[config.mk]
export PLATFORM = sky130hd
export DESIGN_NAME = midrange_mcu_alu_execute_core
export DESIGN_NICKNAME = d
export VERILOG_FILES = /design/src/hw/rtl/mcualu_pkg.sv /design/src/hw/rtl/mcualu_alu.sv /design/src/hw/rtl/midrange_mcu_alu_execute_core.sv
export SDC_FILE = /design/constraint.sdc
export NUM_CORES = 1
export LEC_CHECK = 0
export BUFFER_PORTS_ARGS = -buffer_cell sky130_fd_sc_hd__buf_2
export CELL_PAD_IN_SITES_DETAIL_PLACEMENT = 1
export CELL_PAD_IN_SITES_GLOBAL_PLACEMENT = 1
export CORE_UTILIZATION = 40
export CTS_CLUSTER_DIAMETER = 200
export DETAILED_ROUTE_END_ITERATION = 10
export HOLD_SLACK_MARGIN = 0.02
export PLACE_DENSITY_LB_ADDON = 0.05
export SYNTH_ARGS = -nofsm -noshare
export SYNTH_HDL_FRONTEND = slang
export SYNTH_SLANG_ARGS = --single-unit
[constraint.sdc]
create_clock -name clock -period 4.3 [get_ports clock]
set_input_delay 0.645 -clock clock [delete_from_list [all_inputs] [get_ports clock]]
set_output_delay 0.645 -clock clock [all_outputs]
set_load 0.005 [all_outputs]
[src/hw/rtl/mcualu_pkg.sv]
// Shared types and constants for the midrange MCU ALU execute core.
package mcualu_pkg;

   localparam int unsigned ADDR_WIDTH_DEFAULT = 7;
   localparam int unsigned FILE_ADDR_BITS     = 7;

   typedef enum logic [4:0] {
      KIND_ADD    = 5'd0,
      KIND_AND    = 5'd1,
      KIND_CLRF   = 5'd2,
      KIND_CLRW   = 5'd3,
      KIND_COM    = 5'd4,
      KIND_DEC    = 5'd5,
      KIND_DECSZ  = 5'd6,
      KIND_INC    = 5'd7,
      KIND_INCSZ  = 5'd8,
      KIND_OR     = 5'd9,
      KIND_MOVF   = 5'd10,
      KIND_MOVWF  = 5'd11,
      KIND_RLF    = 5'd12,
      KIND_RRF    = 5'd13,
      KIND_SUB    = 5'd14,
      KIND_SWAP   = 5'd15,
      KIND_XOR    = 5'd16,
      KIND_BCF    = 5'd17,
      KIND_BSF    = 5'd18,
      KIND_BTFSC  = 5'd19,
      KIND_BTFSS  = 5'd20,
      KIND_ANDLW  = 5'd21,
      KIND_IORLW  = 5'd22,
      KIND_MOVLW  = 5'd23,
      KIND_XORLW  = 5'd24,
      KIND_NOP    = 5'd25
   } kind_type;

   typedef struct packed {
      kind_type                  kind;
      logic [7:0]                file_value;
      logic [FILE_ADDR_BITS-1:0] file_address;
      logic [7:0]                literal;
      logic [2:0]                bit_index;
      logic                      to_file;
   } req_type;

   // architectural state: W and status bits
   typedef struct packed {
      logic [7:0] w;
      logic       zero;
      logic       carry;
      logic       digit_carry;
   } status_type;

   typedef struct packed {
      logic [7:0]                write_value;
      logic                      write_enable;
      logic [FILE_ADDR_BITS-1:0] write_address;
      logic [7:0]                w_value;
      logic                      zero_flag;
      logic                      carry_flag;
      logic                      digit_carry_flag;
      logic                      skip_next;
   } rsp_type;

endpackage

[src/hw/rtl/mcualu_alu.sv]
// Combinational ALU: one decoded instruction against the current W and flags.
module mcualu_alu #(
   parameter int unsigned ADDR_WIDTH = mcualu_pkg::ADDR_WIDTH_DEFAULT
) (
   input  mcualu_pkg::req_type    req,
   input  mcualu_pkg::status_type status,
   output mcualu_pkg::status_type status_next,
   output mcualu_pkg::rsp_type    rsp
);

   localparam int unsigned AddrBits = mcualu_pkg::FILE_ADDR_BITS;
   localparam int unsigned MaskBits = (ADDR_WIDTH < AddrBits) ? ADDR_WIDTH : AddrBits;
   localparam logic [AddrBits-1:0] AddrMask = AddrBits'((1 << MaskBits) - 1);

   logic [7:0] f;
   logic [7:0] w;
   logic [7:0] bit_mask;
   logic [8:0] add_sum;
   logic [4:0] add_nib;
   logic [8:0] sub_diff;
   logic [4:0] sub_nib;
   logic [7:0] res;
   logic       byte_op;
   logic       set_z;
   logic       wr;
   logic [7:0] wval;
   logic       skip;
   mcualu_pkg::status_type st;

   assign f        = req.file_value;
   assign w        = status.w;
   assign bit_mask = 8'h01 << req.bit_index;
   assign add_sum  = {1'b0, f} + {1'b0, w};
   assign add_nib  = {1'b0, f[3:0]} + {1'b0, w[3:0]};
   // borrow shows up in the top bit; carry flags are not-borrow
   assign sub_diff = {1'b0, f} - {1'b0, w};
   assign sub_nib  = {1'b0, f[3:0]} - {1'b0, w[3:0]};

   always_comb begin
      st      = status;
      res     = 8'h00;
      byte_op = 1'b0;
      set_z   = 1'b0;
      wr      = 1'b0;
      wval    = 8'h00;
      skip    = 1'b0;
      case (req.kind)
         mcualu_pkg::KIND_ADD: begin
            res            = add_sum[7:0];
            st.carry       = add_sum[8];
            st.digit_carry = add_nib[4];
            byte_op        = 1'b1;
            set_z          = 1'b1;
         end
         mcualu_pkg::KIND_AND: begin
            res = f & w; byte_op = 1'b1; set_z = 1'b1;
         end
         mcualu_pkg::KIND_CLRF: begin
            wr = 1'b1; st.zero = 1'b1;
         end
         mcualu_pkg::KIND_CLRW: begin
            st.w = 8'h00; st.zero = 1'b1;
         end
         mcualu_pkg::KIND_COM: begin
            res = f ^ 8'hff; byte_op = 1'b1; set_z = 1'b1;
         end
         mcualu_pkg::KIND_DEC: begin
            res = f - 8'h01; byte_op = 1'b1; set_z = 1'b1;
         end
         mcualu_pkg::KIND_DECSZ: begin
            res = f - 8'h01; byte_op = 1'b1; skip = (f == 8'h01);
         end
         mcualu_pkg::KIND_INC: begin
            res = f + 8'h01; byte_op = 1'b1; set_z = 1'b1;
         end
         mcualu_pkg::KIND_INCSZ: begin
            res = f + 8'h01; byte_op = 1'b1; skip = (f == 8'hff);
         end
         mcualu_pkg::KIND_OR: begin
            res = f | w; byte_op = 1'b1; set_z = 1'b1;
         end
         mcualu_pkg::KIND_MOVF: begin
            res = f; byte_op = 1'b1; set_z = 1'b1;
         end
         mcualu_pkg::KIND_MOVWF: begin
            wr = 1'b1; wval = w;
         end
         mcualu_pkg::KIND_RLF: begin
            res      = {f[6:0], status.carry};
            st.carry = f[7];
            byte_op  = 1'b1;
         end
         mcualu_pkg::KIND_RRF: begin
            res      = {status.carry, f[7:1]};
            st.carry = f[0];
            byte_op  = 1'b1;
         end
         mcualu_pkg::KIND_SUB: begin
            res            = sub_diff[7:0];
            st.carry       = ~sub_diff[8];
            st.digit_carry = ~sub_nib[4];
            byte_op        = 1'b1;
            set_z          = 1'b1;
         end
         mcualu_pkg::KIND_SWAP: begin
            res = {f[3:0], f[7:4]}; byte_op = 1'b1;
         end
         mcualu_pkg::KIND_XOR: begin
            res = f ^ w; byte_op = 1'b1; set_z = 1'b1;
         end
         mcualu_pkg::KIND_BCF: begin
            wr = 1'b1; wval = f & ~bit_mask;
         end
         mcualu_pkg::KIND_BSF: begin
            wr = 1'b1; wval = f | bit_mask;
         end
         mcualu_pkg::KIND_BTFSC: skip = ((f & bit_mask) == 8'h00);
         mcualu_pkg::KIND_BTFSS: skip = ((f & bit_mask) != 8'h00);
         mcualu_pkg::KIND_ANDLW: begin
            st.w = w & req.literal; st.zero = ((w & req.literal) == 8'h00);
         end
         mcualu_pkg::KIND_IORLW: begin
            st.w = w | req.literal; st.zero = ((w | req.literal) == 8'h00);
         end
         mcualu_pkg::KIND_MOVLW: st.w = req.literal;
         mcualu_pkg::KIND_XORLW: begin
            st.w = w ^ req.literal; st.zero = ((w ^ req.literal) == 8'h00);
         end
         default: ;  // nop and unused codes
      endcase

      if (byte_op) begin
         if (req.to_file) begin
            wr   = 1'b1;
            wval = res;
         end else begin
            st.w = res;
         end
         if (set_z) begin
            st.zero = (res == 8'h00);
         end
      end
   end

   assign status_next = st;

   always_comb begin
      rsp                  = '0;
      rsp.write_value      = wr ? wval : 8'h00;
      rsp.write_enable     = wr;
      rsp.write_address    = req.file_address & AddrMask;
      rsp.w_value          = st.w;
      rsp.zero_flag        = st.zero;
      rsp.carry_flag       = st.carry;
      rsp.digit_carry_flag = st.digit_carry;
      rsp.skip_next        = skip;
   end

endmodule

[src/hw/rtl/midrange_mcu_alu_execute_core.sv]
// Top level of the midrange MCU ALU execute core: request register, ALU, result register.
//
// Takes one request per cycle while req_stall is low and returns one result per request.
// A request accepted into the request register is executed there by the ALU and moves
// into the result register when that slot is empty or draining, where its result is
// presented until taken. W and the Z/C/DC bits are updated in the same cycle a request
// moves from the request register into the result register, so the following request
// always sees them. A stalled result holds the pipe: req_stall rises once the request
// register is full and the result register cannot drain. write_address is file_address
// masked to ADDR_WIDTH bits, capped at FILE_ADDR_BITS.
module midrange_mcu_alu_execute_core #(
   parameter int unsigned ADDR_WIDTH = mcualu_pkg::ADDR_WIDTH_DEFAULT
) (
   input  logic       clock,
   input  logic       reset,

   input  logic       req_valid,
   output logic       req_stall,
   input  logic [4:0] req_kind,
   input  logic [7:0] req_file_value,
   input  logic [6:0] req_file_address,
   input  logic [7:0] req_literal,
   input  logic [2:0] req_bit_index,
   input  logic       req_to_file,

   output logic       rsp_valid,
   input  logic       rsp_stall,
   output logic [7:0] rsp_write_value,
   output logic       rsp_write_enable,
   output logic [6:0] rsp_write_address,
   output logic [7:0] rsp_w_value,
   output logic       rsp_zero_flag,
   output logic       rsp_carry_flag,
   output logic       rsp_digit_carry_flag,
   output logic       rsp_skip_next
);

   logic                   req_valid_ff;
   logic                   req_valid_in;
   mcualu_pkg::req_type    req_ff;
   mcualu_pkg::req_type    req_in;
   logic                   rsp_valid_ff;
   logic                   rsp_valid_in;
   mcualu_pkg::rsp_type    rsp_ff;
   mcualu_pkg::rsp_type    alu_rsp;
   mcualu_pkg::status_type status_ff;
   mcualu_pkg::status_type status_in;
   mcualu_pkg::status_type alu_status;
   logic                   advance;
   logic                   req_take;

   // request register moves on when the result slot is empty or draining
   assign advance   = req_valid_ff && (!rsp_valid_ff || !rsp_stall);
   assign req_stall = req_valid_ff && !advance;
   assign req_take  = req_valid && !req_stall;

   always_comb begin
      req_in              = req_ff;
      req_in.kind         = mcualu_pkg::kind_type'(req_kind);
      req_in.file_value   = req_file_value;
      req_in.file_address = req_file_address;
      req_in.literal      = req_literal;
      req_in.bit_index    = req_bit_index;
      req_in.to_file      = req_to_file;
   end

   assign req_valid_in = req_take || (req_valid_ff && !advance);
   assign rsp_valid_in = advance || (rsp_valid_ff && rsp_stall);
   assign status_in    = advance ? alu_status : status_ff;

   mcualu_alu #(
      .ADDR_WIDTH (ADDR_WIDTH)
   ) u_alu (
      .req         (req_ff),
      .status      (status_ff),
      .status_next (alu_status),
      .rsp         (alu_rsp)
   );

   always_ff @(posedge clock) begin
      if (reset) begin
         req_valid_ff <= 1'b0;
         rsp_valid_ff <= 1'b0;
         status_ff    <= '0;
      end else begin
         req_valid_ff <= req_valid_in;
         rsp_valid_ff <= rsp_valid_in;
         status_ff    <= status_in;
      end
   end

   always_ff @(posedge clock) begin
      if (req_take) begin
         req_ff <= req_in;
      end
      if (advance) begin
         rsp_ff <= alu_rsp;
      end
   end

   assign rsp_valid            = rsp_valid_ff;
   assign rsp_write_value      = rsp_ff.write_value;
   assign rsp_write_enable     = rsp_ff.write_enable;
   assign rsp_write_address    = rsp_ff.write_address;
   assign rsp_w_value          = rsp_ff.w_value;
   assign rsp_zero_flag        = rsp_ff.zero_flag;
   assign rsp_carry_flag       = rsp_ff.carry_flag;
   assign rsp_digit_carry_flag = rsp_ff.digit_carry_flag;
   assign rsp_skip_next        = rsp_ff.skip_next;

   // a held result must match the live architectural state
   a_rsp_matches_state: assert property (@(posedge clock) disable iff (reset)
      rsp_valid_ff |-> (rsp_ff.w_value == status_ff.w && rsp_ff.zero_flag == status_ff.zero
                        && rsp_ff.carry_flag == status_ff.carry
                        && rsp_ff.digit_carry_flag == status_ff.digit_carry))
      else $error("result W/flags differ from state");

   a_state_frozen_on_stall: assert property (@(posedge clock) disable iff (reset)
      (rsp_valid_ff && rsp_stall) |=> $stable(status_ff))
      else $error("state changed while result stalled");

   a_no_write_zero_value: assert property (@(posedge clock) disable iff (reset)
      (rsp_valid_ff && !rsp_ff.write_enable) |-> rsp_ff.write_value == 8'h00)
      else $error("write value nonzero without write enable");

   a_stall_needs_full: assert property (@(posedge clock) disable iff (reset)
      req_stall |-> (req_valid_ff && rsp_valid_ff))
      else $error("request stalled with room in pipe");

endmodule
Yosys cells after proc, flatten, opt, wreduce, memory -nomap -nowiden
Cells that the tools add are included.
W data, S select, Z words.
{"block": "totals", "register_bits": 73, "out_inout_bits": 30}
{"block": "op_classes", "n_reduce_logical": 24, "mux": 17, "eq_ne": 26, "shifts": 1, "bitwise": 13, "addsub": 6}
{"op": "$pmux W8 S12", "n": 1}
{"op": "$eq A5 B5 Y1 const B", "n": 9}
{"op": "$eq A5 B4 Y1 const B", "n": 8}
{"op": "$logic_not A8 Y1", "n": 5}
{"op": "$pmux W8 S5", "n": 1}
{"op": "$and A8 B8 Y8", "n": 4}
{"op": "$mux W8", "n": 3}
{"op": "$or A8 B8 Y8", "n": 3}
{"op": "$pmux W8 S3", "n": 1}
{"op": "$eq A5 B3 Y1 const B", "n": 4}
{"op": "$not A8 Y8", "n": 2}
{"op": "$xor A8 B8 Y8", "n": 2}
{"op": "$reduce_or A14 Y1", "n": 1}
{"op": "$pmux W1 S4", "n": 3}
{"op": "$eq A5 B2 Y1 const B", "n": 2}
{"op": "$add A8 B8 Y9", "n": 1}
{"op": "$mux W9", "n": 1}
{"op": "$reduce_or A9 Y1", "n": 1}
{"op": "$sub A8 B8 Y9", "n": 1}
{"op": "$add A8 B1 Y8 const B", "n": 1}
{"op": "$eq A8 B1 Y1 const B", "n": 1}
{"op": "$eq A8 B8 Y1 const B", "n": 1}
{"op": "$reduce_bool A8 Y1", "n": 1}
{"op": "$shl A1 B3 Y8 const A", "n": 1}
{"op": "13 further kinds", "n": 29}

Logic depth before layout (Yosys ltp)
{"block": "depth", "ltp_word": 8, "mapped_depth": 12, "mapped_depth_nobuf": 11}

Cells and area by module
A second synthesis with hierarchy kept.
{"block": "unflattened", "hier_cells": 596, "hier_area_um2": 5637.9}
{"module": "mcualu_alu", "seq_area_each_um2": 0.0, "area_each_um2": 3251.9, "cells_each": 479, "n_inst": 1}
{"module": "midrange_mcu_alu_execute_core", "seq_area_each_um2": 2062.0, "area_each_um2": 2386.0, "cells_each": 117, "n_inst": 1}

Worst setup path after synthesis
OpenSTA, ideal clock, no wires.
{"block": "synth_path", "path_type": "reg2reg", "startpoint": "register req_ff[19] in the netlist's numbering", "endpoint": "register rsp_ff (netlist bit rsp_zero_flag) (data pin)", "path_stages_with_launch": 13, "slack_ns": 1.109, "arrival_time_ns": 2.932, "n_path_buf": 1, "path_cell_list": "edfxtp_1 -> clkbuf_1 -> inv_1 -> ha_1 -> fa_1 -> nor3_1 -> nor3_1 -> o31ai_1 -> xnor2_1 -> a221o_1 -> and4b_1 -> and4b_1 -> or2_1"}
{"element": "start, declared", "line_no": "midrange_mcu_alu_execute_core.sv:40", "text": "mcualu_pkg::req_type req_ff;"}
{"element": "start signal, assigned", "line_no": "midrange_mcu_alu_execute_core.sv:94", "text": "req_ff <= req_in;"}
{"element": "end signal, assigned", "line_no": "midrange_mcu_alu_execute_core.sv:97", "text": "rsp_ff <= alu_rsp;"}
{"element": "end, declared", "line_no": "midrange_mcu_alu_execute_core.sv:44", "text": "mcualu_pkg::rsp_type rsp_ff;"}

==> reports/qor.json <==
{
  "outcome": "complete, no violations",
  "ff2ff_setup_slack_ns": 0.92,
  "min_period_over_period_pct": 78.50,
  "top_flip_flop_cell_by_instance_count_after_synthesis": "sky130_fd_sc_hd__edfxtp_1",
  "setup-tns-final_ns": 0,
  "skew_ns": 0.01012,
  "syn-instance-count": 591,
  "synthToLayoutAreaGrowth_pct": 16.64,
  "synth.top_cells.by_count": "60 x sky130_fd_sc_hd__edfxtp_1, 52 x sky130_fd_sc_hd__nand2_1, 43 x sky130_fd_sc_hd__ha_1, 37 x sky130_fd_sc_hd__a21oi_1, 37 x sky130_fd_sc_hd__nor2_1",
  "postRouteWirelength_um": 20220,
  "final_period_minus_worst_setup_slack_ns": 3.376,
  "drive_gt1_share_pct": 19.07,
  "detail_route.iter0.violations": 515,
  "io_pins": 66,
  "synth_sequential_area_ratio_pct": 37.51,
  "path_class": "register to register",
  "path_max_fanout": 13,
  "post_cts_resized": 0,
  "slowest_stage": "sky130_fd_sc_hd__nor2_1",
  "globalRoute.totalOverflow": 0,
  "final_max_slew_viol_count": 0,
  "syn_area_um2": 5498,
  "timing.critical_path.depth": 10,
  "finish.net_count": 742,
  "first_global_vias": 5306,
  "endpoint_kind": "register",
  "regToRegStartpoint": "req_ff[30]$_DFFE_PP_",
  "routedWlPerCell_um": 24.01,
  "setup_fix_buffers_added_after_clock_tree_synthesis": 0,
  "clock_latency_on_the_worst_skew_pair_ns": 0.36,
  "drt.antenna.violating_nets": 0,
  "cts_inserted_buffers": 9,
  "crit_start": "req_ff[30]$_DFFE_PP_",
  "post_synth_num_cell_types": 77,
  "port_buffers": 65,
  "synth.most_common_cell": "sky130_fd_sc_hd__edfxtp_1",
  "synth_top_area_share_pct": 32.77,
  "clock_path_buffers": 2,
  "dpl.hpwl_um": 14920,
  "starting_utilization_of_the_core_area_pct": 41.19,
  "grt_pass1_wl_um": 31590,
  "ys_async_rst_share_pct": 0,
  "ctsHtreeMaxLevel": 3,
  "place.gp.congestion": 0.9230,
  "detailed_place.area_um2": 6116,
  "critical_path.cell_chain": "nor2_1, nand3_1, buf_4, o22a_1, a21oi_1, nor4_1, buf_4, and4b_1, and4b_1, or2_1",
  "hold_viol_final": 0,
  "worstRegToRegCells": 10,
  "worst-slew-pin-transition_ns": 1.100,
  "maximum_resistive_drop_on_vdd_uv": 252.0,
  "cts.reportedPaths.clkPinSlew_ns": 0.06,
  "die_footprint_um2": 14220,
  "core_area_um2": 13350,
  "finish.instance_area_um2": 6412,
  "cap_violations": 0,
  "grt_setup_unrepaired": "no",
  "timing.critical_path.slowest_cell_delay_ns": 0.90,
  "global_routing_usage_summed_across_all_routing_layers_pct": 29.96,
  "holdCritPathClass": "register to register",
  "drc_violations": 0,
  "critical_path.top_delay_family": "simple AND/OR/NAND/NOR gates",
  "arrival_ns": 3.47,
  "yosys_register_bits": 73,
  "chipWidth_um": 119.2,
  "cp-start-kind": "register",
  "syn-mean-instance-area_um2": 9.302,
  "tritoncts": "done",
  "drt_pre_antenna_iters": 5,
  "fp.dieH_um": 119.2,
  "maximum_number_of_pins_on_one_net_before_global_route_repair": 33,
  "synth_enable_flop_cells": 60,
  "final-setup-viol-count": 0,
  "req_time_crit_path_ns": 4.40,
  "hold_fix_buffers_at_cts": 0,
  "crit_buf_inv": 2,
  "critPathCapture": "rsp_zero_flag$_DFFE_PP_",
  "cts.root.buffer_cell": "sky130_fd_sc_hd__clkbuf_16",
  "maxClockFrequency_mhz": 296.2,
  "regToRegEndpoint": "rsp_zero_flag$_DFFE_PP_",
  "p_leak_nw": 2.542,
  "std_cell_rows": 42,
  "grt_antenna_before_repair": 0,
  "synth_area_leaders": "sky130_fd_sc_hd__edfxtp_1 33%, sky130_fd_sc_hd__ha_1 9.8%, sky130_fd_sc_hd__dfxtp_1 4.7%",
  "synth_top_area_cell": "sky130_fd_sc_hd__edfxtp_1",
  "powerDensity_nw_per_um2": 316.0,
  "cts_sinks": 73,
  "synthesis.yosys.warnings": 0,
  "n_antenna_cell": 0,
  "synthesis.nets": 672,
  "vias_per_cell": 6.386,
  "timing.max_slew.rel_slack_pct": 26.38,
  "num_vias": 5377
}
routing by layer:
metal	global-route usage (%)	wire, µm	vias up
li1	-	-	2401
met1	41.67	8953	2644
met2	44.15	8703	275
met3	6.992	1747	57
met4	12.90	813	0
met5	0	0	-
metrics by stage:
step	hold slack, ns	total power (W)	worst slack, ns	utilization (%)	cells
2_1_floorplan	0.4003	0.001095	1.109	-	591
3_3_place_gp	0.4013	0.001254	1.024	45.82	826
3_5_place_dp	0.4051	0.001260	0.9947	45.82	826
4_1_cts	0.4219	0.002035	0.9898	48.04	842
5_1_grt	0.4288	0.002106	0.8162	48.04	842
6_report	0.4196	0.002026	0.9244	48.04	842
state kept, by name (all words and copies together), names as in the netlist:
name                  cells
req_ff                   32
rsp_write_address         7
req_valid_ff              1
rsp_valid                 1
rsp_zero_flag             1
rsp_write_value           8
rsp_digit_carry_flag      1
rsp_skip_next             1
rsp_write_enable          1
status_ff                11
rsp_w_value               8
rsp_carry_flag            1
worst min-delay path by stage:
stage                               startpoint                              to  slack (ns)  depth (start not counted)
final                     req_ff[18]$_DFFE_PP_  rsp_write_address[6]$_DFFE_PP_        0.42                          0
after global routing      req_ff[15]$_DFFE_PP_  rsp_write_address[3]$_DFFE_PP_        0.43                          0
after CTS                 req_ff[16]$_DFFE_PP_  rsp_write_address[4]$_DFFE_PP_        0.42                          0
after detailed placement  req_ff[13]$_DFFE_PP_  rsp_write_address[1]$_DFFE_PP_        0.41                          0
after global placement    req_ff[15]$_DFFE_PP_  rsp_write_address[3]$_DFFE_PP_        0.40                          0
after floorplan           req_ff[12]$_DFFE_PP_  rsp_write_address[0]$_DFFE_PP_        0.40                          0
cell families after synthesis:
| family | after synthesis | synth area share (%) |
|---|---|---|
| muxes | 11 | 2.731 |
| adders and majority gates | 45 | 10.51 |
| buffers and inverters | 73 | 5.507 |
| xor gates and xnor gates | 7 | 1.115 |
| DFF | 73 | 37.51 |
| and+or+nand+nor | 198 | 18.62 |
| AOI/OAI and AO/OA | 184 | 24.01 |
cell usage in the layout (no fill, tap or decap), types with 12 or more instances in the layout:
master	Yosys	layout
sky130_fd_sc_hd__ha_1	43	43
sky130_fd_sc_hd__dfxtp_1	13	13
sky130_fd_sc_hd__o21ai_0	27	27
sky130_fd_sc_hd__nor4_1	12	12
sky130_fd_sc_hd__nand3_1	14	14
sky130_fd_sc_hd__buf_2	14	65
sky130_fd_sc_hd__a21oi_1	37	37
sky130_fd_sc_hd__nand2_1	52	52
sky130_fd_sc_hd__inv_1	34	34
sky130_fd_sc_hd__nor3_1	20	20
sky130_fd_sc_hd__nor2_1	37	37
sky130_fd_sc_hd__buf_4	1	31
sky130_fd_sc_hd__edfxtp_1	60	60
area by class of cell:
type                       count  area, µm²
timing repair buffer          96      558.0
tap                          176      220.2
multi-input combinational    445       3141
clock inverter                 6      67.56
fill                        1570       6935
sequential                    73       2062
inverter                      36      135.1
clock buffer                  10      229.0
report_power, final:
group	internal [W]	leakage [nW]	switching, W	total [W]
registers	0.000812	0.683	0.0000324	0.000844
logic	0.000153	1.72	0.000261	0.000414
clock network	0.000451	0.139	0.000317	0.000768
total	0.00142	2.54	0.000611	0.00203
Note: power is estimated with default switching activity, not from simulation.
